==> src/design/mta_pkg.sv <==
// shared types and constants of the mip texel address generator
package mta_pkg;

	localparam int unsigned MAX_LEVELS = 15;
	localparam int unsigned MAX_DIM    = 16384;

	localparam int unsigned DIM_W   = 15;
	localparam int unsigned DEP_W   = 12;
	localparam int unsigned LVL_W   = 4;
	localparam int unsigned CH_W    = 3;
	localparam int unsigned COORD_W = 16;
	localparam int unsigned ZC_W    = 11;
	localparam int unsigned SLICE_W = 11;
	localparam int unsigned ADDR_W  = 48;
	localparam int unsigned MB_W    = 18;
	localparam int unsigned RC_W    = 17;
	localparam int unsigned CIDX_W  = 3;
	localparam int unsigned CDAT_W  = 15;

	localparam logic [CIDX_W-1:0] REG_WIDTH    = 3'd0;
	localparam logic [CIDX_W-1:0] REG_HEIGHT   = 3'd1;
	localparam logic [CIDX_W-1:0] REG_DEPTH    = 3'd2;
	localparam logic [CIDX_W-1:0] REG_LEVELS   = 3'd3;
	localparam logic [CIDX_W-1:0] REG_CHANNELS = 3'd4;
	localparam logic [CIDX_W-1:0] REG_CLAMP    = 3'd5;
	localparam logic [CIDX_W-1:0] REG_MODE     = 3'd6;

	localparam logic [1:0] MODE_1D = 2'd0;
	localparam logic [1:0] MODE_2D = 2'd1;
	localparam logic [1:0] MODE_3D = 2'd2;

	typedef struct packed {
		logic [DIM_W-1:0] width;
		logic [DIM_W-1:0] height;
		logic [DEP_W-1:0] depth;
		logic [LVL_W-1:0] levels;
		logic [CH_W-1:0]  channels;
		logic [2:0]       clamp_mask;
		logic [1:0]       mode;
	} cfg_t;

endpackage

==> src/design/mta_cfg.sv <==
// configuration registers with base size and level count fitting
module mta_cfg (
	input  logic                           clk,
	input  logic                           arst_n,
	input  logic                           cfg_valid,
	output logic                           cfg_ready,
	input  logic [mta_pkg::CIDX_W-1:0]     cfg_index,
	input  logic [mta_pkg::CDAT_W-1:0]     cfg_data,
	output mta_pkg::cfg_t                  cfg
);

	localparam logic [16:0] DIM_MAX_C = 17'(mta_pkg::MAX_DIM);
	localparam logic [4:0]  LVL_MAX_C = 5'(mta_pkg::MAX_LEVELS);

	logic [mta_pkg::DIM_W-1:0] width_q;
	logic [mta_pkg::DIM_W-1:0] height_q;
	logic [mta_pkg::DEP_W-1:0] depth_q;
	logic [mta_pkg::LVL_W-1:0] levels_q;
	logic [mta_pkg::CH_W-1:0]  channels_q;
	logic [2:0]                clamp_q;
	logic [1:0]                mode_q;

	assign cfg_ready = 1'b1;

	always_ff @(posedge clk or negedge arst_n) begin
		if (!arst_n) begin
			width_q    <= 15'd1;
			height_q   <= 15'd1;
			depth_q    <= 12'd1;
			levels_q   <= 4'd1;
			channels_q <= 3'd4;
			clamp_q    <= 3'd0;
			mode_q     <= mta_pkg::MODE_2D;
		end else if (cfg_valid) begin
			case (cfg_index)
				mta_pkg::REG_WIDTH:    width_q    <= cfg_data[14:0];
				mta_pkg::REG_HEIGHT:   height_q   <= cfg_data[14:0];
				mta_pkg::REG_DEPTH:    depth_q    <= cfg_data[11:0];
				mta_pkg::REG_LEVELS:   levels_q   <= cfg_data[3:0];
				mta_pkg::REG_CHANNELS: channels_q <= cfg_data[2:0];
				mta_pkg::REG_CLAMP:    clamp_q    <= cfg_data[2:0];
				mta_pkg::REG_MODE:     mode_q     <= cfg_data[1:0];
				default: ;
			endcase
		end
	end

	function automatic logic [16:0] fit_dim(input logic [16:0] d);
		logic [16:0] r;
		if (d == 17'd0)
			r = 17'd1;
		else if (d > DIM_MAX_C)
			r = DIM_MAX_C;
		else
			r = d;
		return r;
	endfunction

	logic [16:0] w_fit, h_fit, d_fit;
	logic [4:0]  nl_fit;

	always_comb begin
		w_fit = fit_dim({2'b0, width_q});
		h_fit = fit_dim({2'b0, height_q});
		d_fit = fit_dim({5'b0, depth_q});
		if (levels_q == 4'd0)
			nl_fit = 5'd1;
		else if ({1'b0, levels_q} > LVL_MAX_C)
			nl_fit = LVL_MAX_C;
		else
			nl_fit = {1'b0, levels_q};
	end

	assign cfg.width      = w_fit[14:0];
	assign cfg.height     = h_fit[14:0];
	assign cfg.depth      = d_fit[11:0];
	assign cfg.levels     = nl_fit[3:0];
	assign cfg.channels   = channels_q;
	assign cfg.clamp_mask = clamp_q;
	assign cfg.mode       = mode_q;

endmodule

==> src/design/mta_remap.sv <==
// one axis clamp or single wrap into the level size, or a bypass of both
module mta_remap (
	input  logic signed [mta_pkg::COORD_W-1:0] coord,
	input  logic [mta_pkg::DIM_W-1:0]          size,
	input  logic                               clamp,
	input  logic                               bypass,
	output logic signed [mta_pkg::RC_W-1:0]    coord_out
);

	logic signed [17:0] c;
	logic signed [17:0] s;
	logic signed [17:0] r;

	always_comb begin
		c = 18'(coord);
		s = $signed({3'b0, size});
		r = c;
		if (!bypass) begin
			if (clamp) begin
				if (c > s - 18'sd1)
					r = s - 18'sd1;
				else if (c < 18'sd0)
					r = 18'sd0;
			end else if (c < 18'sd0) begin
				r = c + s;
			end else if (c >= s) begin
				r = c - s;
			end
		end
		coord_out = r[16:0];
	end

endmodule

==> src/design/mta_mac.sv <==
// shared multiply-add unit, result modulo 2^48
module mta_mac (
	input  logic [mta_pkg::ADDR_W-1:0] a,
	input  logic [mta_pkg::MB_W-1:0]   b,
	input  logic [mta_pkg::ADDR_W-1:0] c,
	output logic [mta_pkg::ADDR_W-1:0] r
);

	logic [mta_pkg::ADDR_W+mta_pkg::MB_W-1:0] prod;

	always_comb begin
		prod = {{mta_pkg::MB_W{1'b0}}, a} * {{mta_pkg::ADDR_W{1'b0}}, b};
		r    = prod[mta_pkg::ADDR_W-1:0] + c;
	end

endmodule

==> src/design/mip_texel_address_generator.sv <==
// mip texel address generator top level with sequencer
//
// channel  | handshake                      | payload
// s_axis   | s_axis_tvalid / s_axis_tready  | s_axis_tdata[63:0] coordinates, slice, level
// m_axis   | m_axis_tvalid / m_axis_tready  | m_axis_tdata[47:0] element address
// cfg      | cfg_valid / cfg_ready          | cfg_index[2:0], cfg_data[14:0]
//
// one multiply-add unit serves the mip size chain, slice base, row, layer and column terms
// s_axis_tready is high only while the sequencer is idle
// a finished address waits in the output register while the next item is taken
// a stalled output holds the sequencer in its last step
// reset clears the sequencer and output valid; cfg writes are always taken
module mip_texel_address_generator (
	input  logic        clk,
	input  logic        arst_n,
	input  logic        s_axis_tvalid,
	output logic        s_axis_tready,
	// coord_x[15:0], coord_y[31:16], coord_z[42:32], slice_index[53:43], level[57:54]
	input  logic [63:0] s_axis_tdata,
	output logic        m_axis_tvalid,
	input  logic        m_axis_tready,
	// element_address[47:0]
	output logic [47:0] m_axis_tdata,
	input  logic        cfg_valid,
	output logic        cfg_ready,
	input  logic [2:0]  cfg_index,
	input  logic [14:0] cfg_data
);

	localparam int unsigned AW = mta_pkg::ADDR_W;

	localparam logic [3:0] ST_IDLE  = 4'd0;
	localparam logic [3:0] ST_LVL_W = 4'd1;
	localparam logic [3:0] ST_LVL_H = 4'd2;
	localparam logic [3:0] ST_LVL_D = 4'd3;
	localparam logic [3:0] ST_RMAP  = 4'd4;
	localparam logic [3:0] ST_BASE  = 4'd5;
	localparam logic [3:0] ST_ROW_W = 4'd6;
	localparam logic [3:0] ST_ROW_Y = 4'd7;
	localparam logic [3:0] ST_LAY_H = 4'd8;
	localparam logic [3:0] ST_LAY_Z = 4'd9;
	localparam logic [3:0] ST_COL   = 4'd10;

	mta_pkg::cfg_t cfg;

	logic [3:0]                      state_q;
	logic [mta_pkg::LVL_W-1:0]       i_q, nl_q, lvl_q;
	logic [mta_pkg::DIM_W-1:0]       wr_q, hr_q, w_sel_q, h_sel_q;
	logic [mta_pkg::DEP_W-1:0]       dr_q;
	logic [AW-1:0]                   tmp_q, ssize_q, off_q, addr_q;
	logic signed [mta_pkg::COORD_W-1:0] x_q, y_q;
	logic [mta_pkg::ZC_W-1:0]        z_q;
	logic [mta_pkg::SLICE_W-1:0]     slice_q;
	logic signed [mta_pkg::RC_W-1:0] xr_q, yr_q;
	logic                            out_valid_q;
	logic [AW-1:0]                   out_data_q;

	logic [AW-1:0]                   mac_a, mac_c, mac_r;
	logic [mta_pkg::MB_W-1:0]        mac_b;
	logic signed [mta_pkg::RC_W-1:0] xr_n, yr_n;
	logic [mta_pkg::DIM_W-1:0]       w_fit1, h_fit1;
	logic [mta_pkg::DEP_W-1:0]       d_fit1;
	logic [mta_pkg::LVL_W-1:0]       in_level, nl_m1;
	logic                            is_3d, accept, out_free;

	mta_cfg u_cfg (
		.clk       (clk),
		.arst_n    (arst_n),
		.cfg_valid (cfg_valid),
		.cfg_ready (cfg_ready),
		.cfg_index (cfg_index),
		.cfg_data  (cfg_data),
		.cfg       (cfg)
	);

	mta_mac u_mac (
		.a (mac_a),
		.b (mac_b),
		.c (mac_c),
		.r (mac_r)
	);

	mta_remap u_remap_x (
		.coord     (x_q),
		.size      (w_sel_q),
		.clamp     (cfg.clamp_mask[0]),
		.bypass    (is_3d),
		.coord_out (xr_n)
	);

	mta_remap u_remap_y (
		.coord     (y_q),
		.size      (h_sel_q),
		.clamp     (cfg.clamp_mask[1]),
		.bypass    (is_3d),
		.coord_out (yr_n)
	);

	assign is_3d         = (cfg.mode != mta_pkg::MODE_1D) && (cfg.mode != mta_pkg::MODE_2D);
	assign s_axis_tready = (state_q == ST_IDLE);
	assign accept        = s_axis_tvalid && s_axis_tready;
	assign out_free      = !out_valid_q || m_axis_tready;
	assign m_axis_tvalid = out_valid_q;
	assign m_axis_tdata  = out_data_q;
	assign in_level      = s_axis_tdata[57:54];
	assign nl_m1         = cfg.levels - 4'd1;

	// level size is the shifted base, never below one
	assign w_fit1 = (wr_q == '0) ? 15'd1 : wr_q;
	assign h_fit1 = (hr_q == '0) ? 15'd1 : hr_q;
	assign d_fit1 = (dr_q == '0) ? 12'd1 : dr_q;

	always_comb begin
		mac_a = '0;
		mac_b = '0;
		mac_c = '0;
		case (state_q)
			ST_LVL_W: begin
				mac_a = {45'b0, cfg.channels};
				mac_b = {3'b0, w_fit1};
			end
			ST_LVL_H: begin
				mac_a = tmp_q;
				mac_b = {3'b0, h_fit1};
			end
			ST_LVL_D: begin
				mac_a = tmp_q;
				mac_b = {6'b0, d_fit1};
				mac_c = ssize_q;
			end
			ST_BASE: begin
				mac_a = ssize_q;
				mac_b = {7'b0, slice_q};
				mac_c = off_q;
			end
			ST_ROW_W: begin
				mac_a = {45'b0, cfg.channels};
				mac_b = {3'b0, w_sel_q};
			end
			ST_ROW_Y: begin
				mac_a = {{(AW-mta_pkg::RC_W){yr_q[16]}}, yr_q};
				mac_b = tmp_q[17:0];
				mac_c = addr_q;
			end
			ST_LAY_H: begin
				mac_a = tmp_q;
				mac_b = {3'b0, h_sel_q};
			end
			ST_LAY_Z: begin
				mac_a = tmp_q;
				mac_b = {7'b0, z_q};
				mac_c = addr_q;
			end
			ST_COL: begin
				mac_a = {{(AW-mta_pkg::RC_W){xr_q[16]}}, xr_q};
				mac_b = {15'b0, cfg.channels};
				mac_c = addr_q;
			end
			default: ;
		endcase
	end

	always_ff @(posedge clk or negedge arst_n) begin
		if (!arst_n) begin
			state_q     <= ST_IDLE;
			out_valid_q <= 1'b0;
			i_q         <= '0;
		end else begin
			if (state_q == ST_COL && out_free)
				out_valid_q <= 1'b1;
			else if (m_axis_tready)
				out_valid_q <= 1'b0;
			case (state_q)
				ST_IDLE: begin
					if (accept) begin
						i_q     <= '0;
						state_q <= ST_LVL_W;
					end
				end
				ST_LVL_W: state_q <= ST_LVL_H;
				ST_LVL_H: state_q <= ST_LVL_D;
				ST_LVL_D: begin
					if (i_q == nl_q - 4'd1) begin
						state_q <= ST_RMAP;
					end else begin
						i_q     <= i_q + 4'd1;
						state_q <= ST_LVL_W;
					end
				end
				ST_RMAP: state_q <= ST_BASE;
				ST_BASE: state_q <= (cfg.mode == mta_pkg::MODE_1D) ? ST_COL : ST_ROW_W;
				ST_ROW_W: state_q <= ST_ROW_Y;
				ST_ROW_Y: state_q <= (cfg.mode == mta_pkg::MODE_2D) ? ST_COL : ST_LAY_H;
				ST_LAY_H: state_q <= ST_LAY_Z;
				ST_LAY_Z: state_q <= ST_COL;
				ST_COL: begin
					if (out_free)
						state_q <= ST_IDLE;
				end
				default: state_q <= ST_IDLE;
			endcase
		end
	end

	always_ff @(posedge clk) begin
		case (state_q)
			ST_IDLE: begin
				if (accept) begin
					x_q     <= s_axis_tdata[15:0];
					y_q     <= s_axis_tdata[31:16];
					z_q     <= s_axis_tdata[42:32];
					slice_q <= s_axis_tdata[53:43];
					nl_q    <= cfg.levels;
					lvl_q   <= (in_level > nl_m1) ? nl_m1 : in_level;
					wr_q    <= cfg.width;
					hr_q    <= cfg.height;
					dr_q    <= cfg.depth;
					ssize_q <= '0;
					off_q   <= '0;
				end
			end
			ST_LVL_W: begin
				tmp_q <= mac_r;
				if (i_q == lvl_q) begin
					w_sel_q <= w_fit1;
					h_sel_q <= h_fit1;
				end
			end
			ST_LVL_H: tmp_q <= mac_r;
			ST_LVL_D: begin
				ssize_q <= mac_r;
				if (i_q == lvl_q)
					off_q <= ssize_q;
				wr_q <= wr_q >> 1;
				hr_q <= hr_q >> 1;
				dr_q <= dr_q >> 1;
			end
			ST_RMAP: begin
				xr_q <= xr_n;
				yr_q <= yr_n;
			end
			ST_BASE:  addr_q <= mac_r;
			ST_ROW_W: tmp_q <= mac_r;
			ST_ROW_Y: addr_q <= mac_r;
			ST_LAY_H: tmp_q <= mac_r;
			ST_LAY_Z: addr_q <= mac_r;
			ST_COL: begin
				if (out_free)
					out_data_q <= mac_r;
			end
			default: ;
		endcase
	end

`ifndef ASSERT_OFF
	a_out_from_col: assert property (@(posedge clk) disable iff (!arst_n)
		$rose(m_axis_tvalid) |-> $past(state_q == ST_COL))
		else $error("output valid rose outside the column step");

	a_level_index: assert property (@(posedge clk) disable iff (!arst_n)
		(state_q == ST_LVL_W || state_q == ST_LVL_H || state_q == ST_LVL_D) |-> (i_q < nl_q))
		else $error("level index ran past the level count");

	a_level_clamped: assert property (@(posedge clk) disable iff (!arst_n)
		(state_q != ST_IDLE) |-> (lvl_q < nl_q))
		else $error("selected level not below the level count");

	a_col_holds: assert property (@(posedge clk) disable iff (!arst_n)
		(state_q == ST_COL && m_axis_tvalid && !m_axis_tready) |=> (state_q == ST_COL))
		else $error("sequencer left the column step while the output was full");

	a_accept_starts: assert property (@(posedge clk) disable iff (!arst_n)
		(s_axis_tvalid && s_axis_tready) |=> (state_q == ST_LVL_W && i_q == '0))
		else $error("accepted item did not start the level sweep");
`endif

endmodule

==> config.mk <==
export PLATFORM = sky130hd
export DESIGN_NAME = mip_texel_address_generator
export DESIGN_NICKNAME = d
export VERILOG_FILES = /design/src/design/mta_pkg.sv /design/src/design/mta_cfg.sv /design/src/design/mta_remap.sv /design/src/design/mta_mac.sv /design/src/design/mip_texel_address_generator.sv
export SDC_FILE = /design/constraint.sdc
export NUM_CORES = 2
export LEC_CHECK = 0
export CAP_MARGIN = 20
export CORE_UTILIZATION = 36
export CTS_BUF_LIST = sky130_fd_sc_hd__clkbuf_8
export DETAILED_ROUTE_END_ITERATION = 8
export DONT_BUFFER_PORTS = 1
export GPL_ROUTABILITY_DRIVEN = 0
export HOLD_SLACK_MARGIN = 0.1
export PLACE_DENSITY = 0.51
export REMOVE_ABC_BUFFERS = 1
export SLEW_MARGIN = 30
export SYNTH_ARGS = -nofsm -noshare
export SYNTH_HDL_FRONTEND = slang
export SYNTH_HIERARCHICAL = 1
export SYNTH_SLANG_ARGS = --single-unit
==> constraint.sdc <==
create_clock -name clk -period 7.6 [get_ports clk]
set_input_delay 0.38 -clock clk [delete_from_list [all_inputs] [get_ports clk]]
set_output_delay 0.38 -clock clk [all_outputs]
set_load 0.05 [all_outputs]
### Word level (Yosys, flattened, before mapping)

Index checks and enable logic that the tools add are counted.

| storage, ports and cells | value |
|---|---|
| bits in registers | 470 |
| output and inout port bits | 51 |

| operators by class | value |
|---|---|
| $add $sub $neg | 10 |
| multiply operators | 1 |
| multiplexer cells | 46 |
| $lt $le $gt $ge | 9 |
| eq/ne operators | 24 |
| reduce and logical (&&, ||, !) cells | 37 |

Operators by type and width:

| operator | number |
|---|---|
| 48-bit one-hot mux with 5 select lines | 1 |
| 17-bit 2-to-1 mux | 12 |
| 48-bit one-hot mux with 2 select lines | 2 |
| 18-bit one-hot mux with 9 select lines | 1 |
| 48-bit one-hot mux with 3 select lines | 1 |
| 15-bit 2-to-1 mux | 8 |
| 48-bit 2-to-1 mux | 2 |
| 15-bit zero test | 4 |
| 15-bit one-hot mux with 2 select lines | 2 |
| 48-bit adder | 1 |
| 48-bit by 18-bit multiplier with 48-bit output | 1 |
| 4-bit one-hot mux with 11 select lines | 1 |
| 12-bit 2-to-1 mux | 3 |
| 16-bit by 16-bit adder with 17-bit output | 2 |
| 16-bit by 16-bit subtractor with 17-bit output | 2 |
| 16-bit >= comparator | 2 |
| 16-bit greater-than comparator | 2 |
| 16-bit by 1-bit less-than comparator with 1-bit output (second input constant) | 2 |
| 15-bit by 1-bit subtractor with 16-bit output (second input constant) | 2 |
| 15-bit greater-than comparator (second input constant) | 2 |
| 4-bit 2-to-1 mux | 7 |
| 12-bit zero test | 2 |
| 12-bit one-hot mux with 2 select lines | 1 |
| 2-bit AND reduction | 12 |
| other kinds (29) | 52 |

### Depth between registers and ports, before layout

| logic depth | value |
|---|---|
| word-level depth | 6 |
| depth in mapped cells | 33 |
| gate-level depth less buffers | 27 |

### Cells and area by module

The synthesis kept the hierarchy.

Modules (own cells, without submodules):

| module | area each (um2) | cells an instance | seq. area each (um2) | instances |
|---|---|---|---|---|
| mta_mac | 22579.2 | 2610 | 0.0 | 1 |
| mip_texel_address_generator | 16595.9 | 1076 | 12477.0 | 1 |
| mta_remap | 2810.2 | 409 | 0.0 | 2 |
| mta_cfg | 2436.1 | 184 | 1358.8 | 1 |

### Worst setup path after synthesis

Ideal clock, no wire load.

| path | value |
|---|---|
| path kind | register to register |
| start point | register state_q[1] |
| end point | register ssize_q[47] (data pin) |
| data arrival time | 7.396 ns |
| path buffers | 4 |
| slack | -0.051 ns |
| stages on the path, launching flop included | 32 |
| cells stage by stage | dfrtp_1 buf_2 buf_2 nor4b_2 a22oi_1 nand2_1 a21o_1 clkbuf_1 clkbuf_1 nand2_1 fa_1 inv_1 fa_1 inv_1 fa_1 inv_1 fa_1 fa_1 inv_1 fa_1 inv_1 ha_1 a21oi_1 o211ai_2 a211oi_2 nor4_1 nor3_2 o41ai_2 a221o_1 a21oi_2 xnor2_1 and2_1 |

| on the way | value |
|---|---|
| elaborated cells between the ends (all ways) | 19 |
| those cells by class | add/sub: 1; mul: 1; eq/ne: 9; mux: 4; reduce/logical: 4 |

RTL lines:

| item | RTL line | text |
|---|---|---|
| start, declared | mip_texel_address_generator.sv:46 | `logic [3:0] state_q;` |
| start signal, assigned | mip_texel_address_generator.sv:191 | `ST_BASE: state_q <= (cfg.mode == mta_pkg::MODE_1D) ? ST_COL : ST_ROW_W;` |
| start signal, assigned | mip_texel_address_generator.sv:193 | `ST_ROW_Y: state_q <= (cfg.mode == mta_pkg::MODE_2D) ? ST_COL : ST_LAY_H;` |
| 4-bit equality test (tied with other cells) | mip_texel_address_generator.sv:117 | `case (state_q)` |
| 18-bit one-hot mux with 9 select lines * | mip_texel_address_generator.sv:117 |  |
| named net mac_b, one bit | mip_texel_address_generator.sv:59 | `logic [mta_pkg::MB_W-1:0] mac_b;` |
| 48-bit by 18-bit multiplier with 48-bit output * | mta_mac.sv:12 | `prod = {{mta_pkg::MB_W{1'b0}}, a} * {{mta_pkg::ADDR_W{1'b0}}, b};` |
| 48-bit adder * | mta_mac.sv:13 | `r = prod[mta_pkg::ADDR_W-1:0] + c;` |
| named net mac_r[47] | mip_texel_address_generator.sv:58 | `logic [AW-1:0] mac_a, mac_c, mac_r;` |
| 48-bit one-hot mux with 2 select lines * | mip_texel_address_generator.sv:206 | `case (state_q)` |
| end signal, assigned | mip_texel_address_generator.sv:231 | `ssize_q <= mac_r;` |
| end, declared | mip_texel_address_generator.sv:50 | `logic [AW-1:0] tmp_q, ssize_q, off_q, addr_q;` |

The timed path passes the listed nets; every way through them passes the cells marked *.
A chain may end at the register's enable or synchronous reset.

### Worst setup path in the final report

| path | value |
|---|---|
| start point | register state_q[2] |
| end point | register ssize_q[37] (data pin) |

| on the way | value |
|---|---|
| word-level cells in the longest chain between the ends | 6 |
| elaborated cells between the ends (all ways) | 19 |
| those cells by class | add/sub: 1; mul: 1; eq/ne: 9; mux: 4; reduce/logical: 4 |

Ends and longest elaborated chain:

| item | RTL line |
|---|---|
| 4-bit by 2-bit equality test with 1-bit output (tied with other cells) | mip_texel_address_generator.sv:117 |
| 4-bit OR reduction (no line) or 2-bit OR reduction (tied branches) | - |
| 48-bit one-hot mux with 5 select lines | mip_texel_address_generator.sv:117 |
| 48-bit by 18-bit multiplier with 48-bit output | mta_mac.sv:12 |
| 48-bit adder * | mta_mac.sv:13 |
| named net mac_r[37] | mip_texel_address_generator.sv:58 |
| 48-bit one-hot mux with 2 select lines * | mip_texel_address_generator.sv:206 |

Marks and branches as above.

==> metrics.txt <==
# TYPE chip_impl_metric gauge
chip_impl_metric{name="max-cap-violations",unit=""} 0
chip_impl_metric{name="worst_pin_slew",unit="ps"} 1000
chip_impl_metric{name="drt_pre_antenna_iters",unit=""} 7
chip_impl_metric{name="dp_hpwl",unit="um"} 120000
chip_impl_metric{name="finalSetupViolCount",unit=""} 60
chip_impl_metric{name="antenna_left",unit=""} 0
chip_impl_metric{name="cts_made_buffers",unit=""} 85
chip_impl_metric{name="timing.fmax",unit="GHz"} 0.126
chip_impl_metric{name="initial_antenna_violation_count",unit=""} 4
chip_impl_metric{name="final_setup_slack_of_the_worst_path",unit="ps"} -331
chip_impl_metric{name="syn2layout_area_growth",unit="%"} 20.7
chip_impl_metric{name="cts.htree.levels",unit=""} 3
chip_impl_metric{name="report.final.slew_viol_count",unit=""} 0
chip_impl_info{name="violations",value="setup timing"} 1
chip_impl_metric{name="timing.final.crit_period",unit="ps"} 7930
chip_impl_metric{name="initial_utilization",unit=""} 0.364
chip_impl_metric{name="fin_hold_viols",unit=""} 0
chip_impl_metric{name="worstPathMaxFanout",unit=""} 7
chip_impl_info{name="timing.critical_path.to_type",value="register"} 1
chip_impl_metric{name="place_ws",unit="ps"} -759
chip_impl_metric{name="clock_sink_count",unit=""} 470
chip_impl_metric{name="floorplan.rows",unit=""} 132
chip_impl_metric{name="drc",unit=""} 0
chip_impl_info{name="cts_tree",value="done"} 1
chip_impl_metric{name="synth_instances",unit=""} 4686
chip_impl_metric{name="grt_start_max_net_pins",unit=""} 69
chip_impl_metric{name="fin_skew",unit="ps"} 84.1
chip_impl_metric{name="port_buffers",unit=""} 0
chip_impl_info{name="run_status",value="complete, but fails checks"} 1
chip_impl_info{name="cts_root_buf",value="sky130_fd_sc_hd__clkbuf_8"} 1
chip_impl_metric{name="post-route-period-util",unit=""} 1.04
chip_impl_metric{name="floorplan.die.height",unit="um"} 364
chip_impl_info{name="hold_path_class",value="in2reg"} 1
chip_impl_metric{name="cts_buffer_depth",unit=""} 3
chip_impl_metric{name="num_io_pins",unit=""} 138
chip_impl_metric{name="yosys_warnings",unit=""} 6
chip_impl_metric{name="postRouteWirelength",unit="um"} 154000
chip_impl_metric{name="timing.critical_path.slowest_cell_delay",unit="ps"} 560
chip_impl_metric{name="routedWlPerCell",unit="um"} 22.2
chip_impl_metric{name="timing.slew.headroom",unit=""} 0.333
chip_impl_metric{name="globalRouteTotalUtil",unit=""} 0.236
chip_impl_metric{name="viasPerCell",unit=""} 5.14
chip_impl_metric{name="core_region_area",unit="um^2"} 130000
chip_impl_metric{name="detailedRoute.firstIterationViolations",unit=""} 2774
chip_impl_info{name="worst_setup_path_start_kind",value="register"} 1
chip_impl_metric{name="crit_arrival",unit="ps"} 8460
chip_impl_info{name="grt_setup_unrepaired",value="yes"} 1
chip_impl_metric{name="grt_remaining_overflow",unit=""} 0
chip_impl_metric{name="grt_pass1_vias",unit=""} 37200
chip_impl_metric{name="mappedNetlistArea",unit="um^2"} 47200
chip_impl_metric{name="route.vias.total",unit=""} 35700
chip_impl_metric{name="grt_first_pass_wirelength",unit="um"} 235000
chip_impl_metric{name="avgSynthCellArea",unit="um^2"} 10.1
chip_impl_metric{name="post-route-util",unit=""} 0.439
chip_impl_info{name="setup.worst_path.class",value="reg2reg"} 1
chip_impl_metric{name="dp.cells",unit=""} 6652
chip_impl_metric{name="floorplan.die_area",unit="um^2"} 133000
chip_impl_metric{name="final_cells",unit=""} 6950
chip_impl_info{name="crit_path_top_delay_cell",value="sky130_fd_sc_hd__fa_1"} 1
chip_impl_info{name="worst_path_most_repeated_cell",value="sky130_fd_sc_hd__fa_1"} 1
chip_impl_metric{name="design.final.nets",unit=""} 6052
chip_impl_metric{name="floorplan.die.width",unit="um"} 364
chip_impl_metric{name="clkLatencyLatePin",unit="ps"} 840
chip_impl_metric{name="ratio_of_cells_with_drive_above_1_in_the_final_layout",unit=""} 0.180
chip_impl_metric{name="worst_setup_hold_path_clk_slew",unit="ps"} 60
chip_impl_metric{name="required",unit="ps"} 8130
-- state kept, by name (all words and copies together), names as in the netlist, 4 cells and up --
signal          count
addr_q             48
dr_q               12
h_sel_q            15
hr_q               15
i_q                 4
lvl_q               4
m_axis_tdata       48
nl_q                4
off_q              48
slice_q            11
ssize_q            48
state_q             4
tmp_q              48
u_cfg/depth_q      12
u_cfg/height_q     15
u_cfg/levels_q      4
u_cfg/width_q      15
w_sel_q            15
wr_q               15
x_q                16
xr_q               17
y_q                16
yr_q               17
z_q                11
-- cell type report --
type | instances | area [um^2]
fillers | 12600 | 72800
multi-input cells | 3119 | 30200
flip-flops and latches | 470 | 13800
repair buffers | 642 | 5950
inverters | 817 | 3070
well taps | 1742 | 2180
clock buffers | 89 | 1220
clock inverters | 66 | 514
diodes | 5 | 12.5
-- cell usage in the layout (no fill, tap or decap), drive strengths merged, types with 89 or more instances in the layout --
master	instances
edfxtp	408
clkbuf	89
and2	406
dlygate4sd3	104
nor2	101
inv	850
fa	637
nand2	641
buf	538
a21oi	125
o21ai	97
ha	193
xnor2	114
-- metrics by stage --
step | area (um^2) | hold slack, ps | TNS (ps)
2_1_floorplan | 46000 | 84.4 | -1375800
3_3_place_gp | 52700 | 86.5 | -40620
3_5_place_dp | 52800 | 86.6 | -39330
4_1_cts | 56700 | 101 | -4030
5_1_grt | 57000 | 133 | -22910
6_report | 57000 | 175 | -7260
-- routing by layer --
metal / GRT usage / up-vias / routed length, um / share of wire
met5: 0 / - / 11 / 0.000071
met1: 0.342 / 18300 / 72000 / 0.47
met3: 0.0398 / 181 / 9800 / 0.064
li1: - / 16100 / - / -
met2: 0.366 / 1124 / 68900 / 0.45
met4: 0.0607 / 2 / 3490 / 0.023
-- worst paths after layout --
path | endpoint | cells after the start | slack, ps | startpoint
setup / recovery | ssize_q[37] | 30 | -330 | state_q[2]
hold / removal | slice_q[6] | 1 | 170 | s_axis_tdata[49]
setup reg to reg | ssize_q[37] | 30 | -330 | state_q[2]
hold reg to reg | u_cfg/mode_q[1] | 1 | 510 | u_cfg/mode_q[1]
max in group asynchronous | u_cfg/height_q[3] | 4 | 6550 | arst_n
min in group asynchronous | u_cfg/levels_q[3] | 3 | 640 | arst_n
-- worst max-delay path: cells and delay by family, from the launching register on --
| kind | cells | cell delay, ps |
|---|---|---|
| AOI/OAI and AO/OA | 9 | 1880 |
| xor gates and xnor gates | 1 | 120 |
| adders and majority gates | 7 | 3260 |
| buffers and inverters | 8 | 820 |
| DFF | 1 | 420 |
| and+or+nand+nor | 5 | 1130 |
-- timing repair --
item | 4_1_cts | 5_1_grt
hold endpoints to repair | 180 | 0
gates resized for setup | 165 | 39
gates cloned | 1 | 0
hold buffers | 106 | 0
buffers inserted | 29 | 3
pin swaps | 58 | 9
setup endpoints to repair | 100 | 97
Power is left out: the tool's default activity adds up to more than one toggle a clock period on the data nets, which glitch-free logic cannot reach.
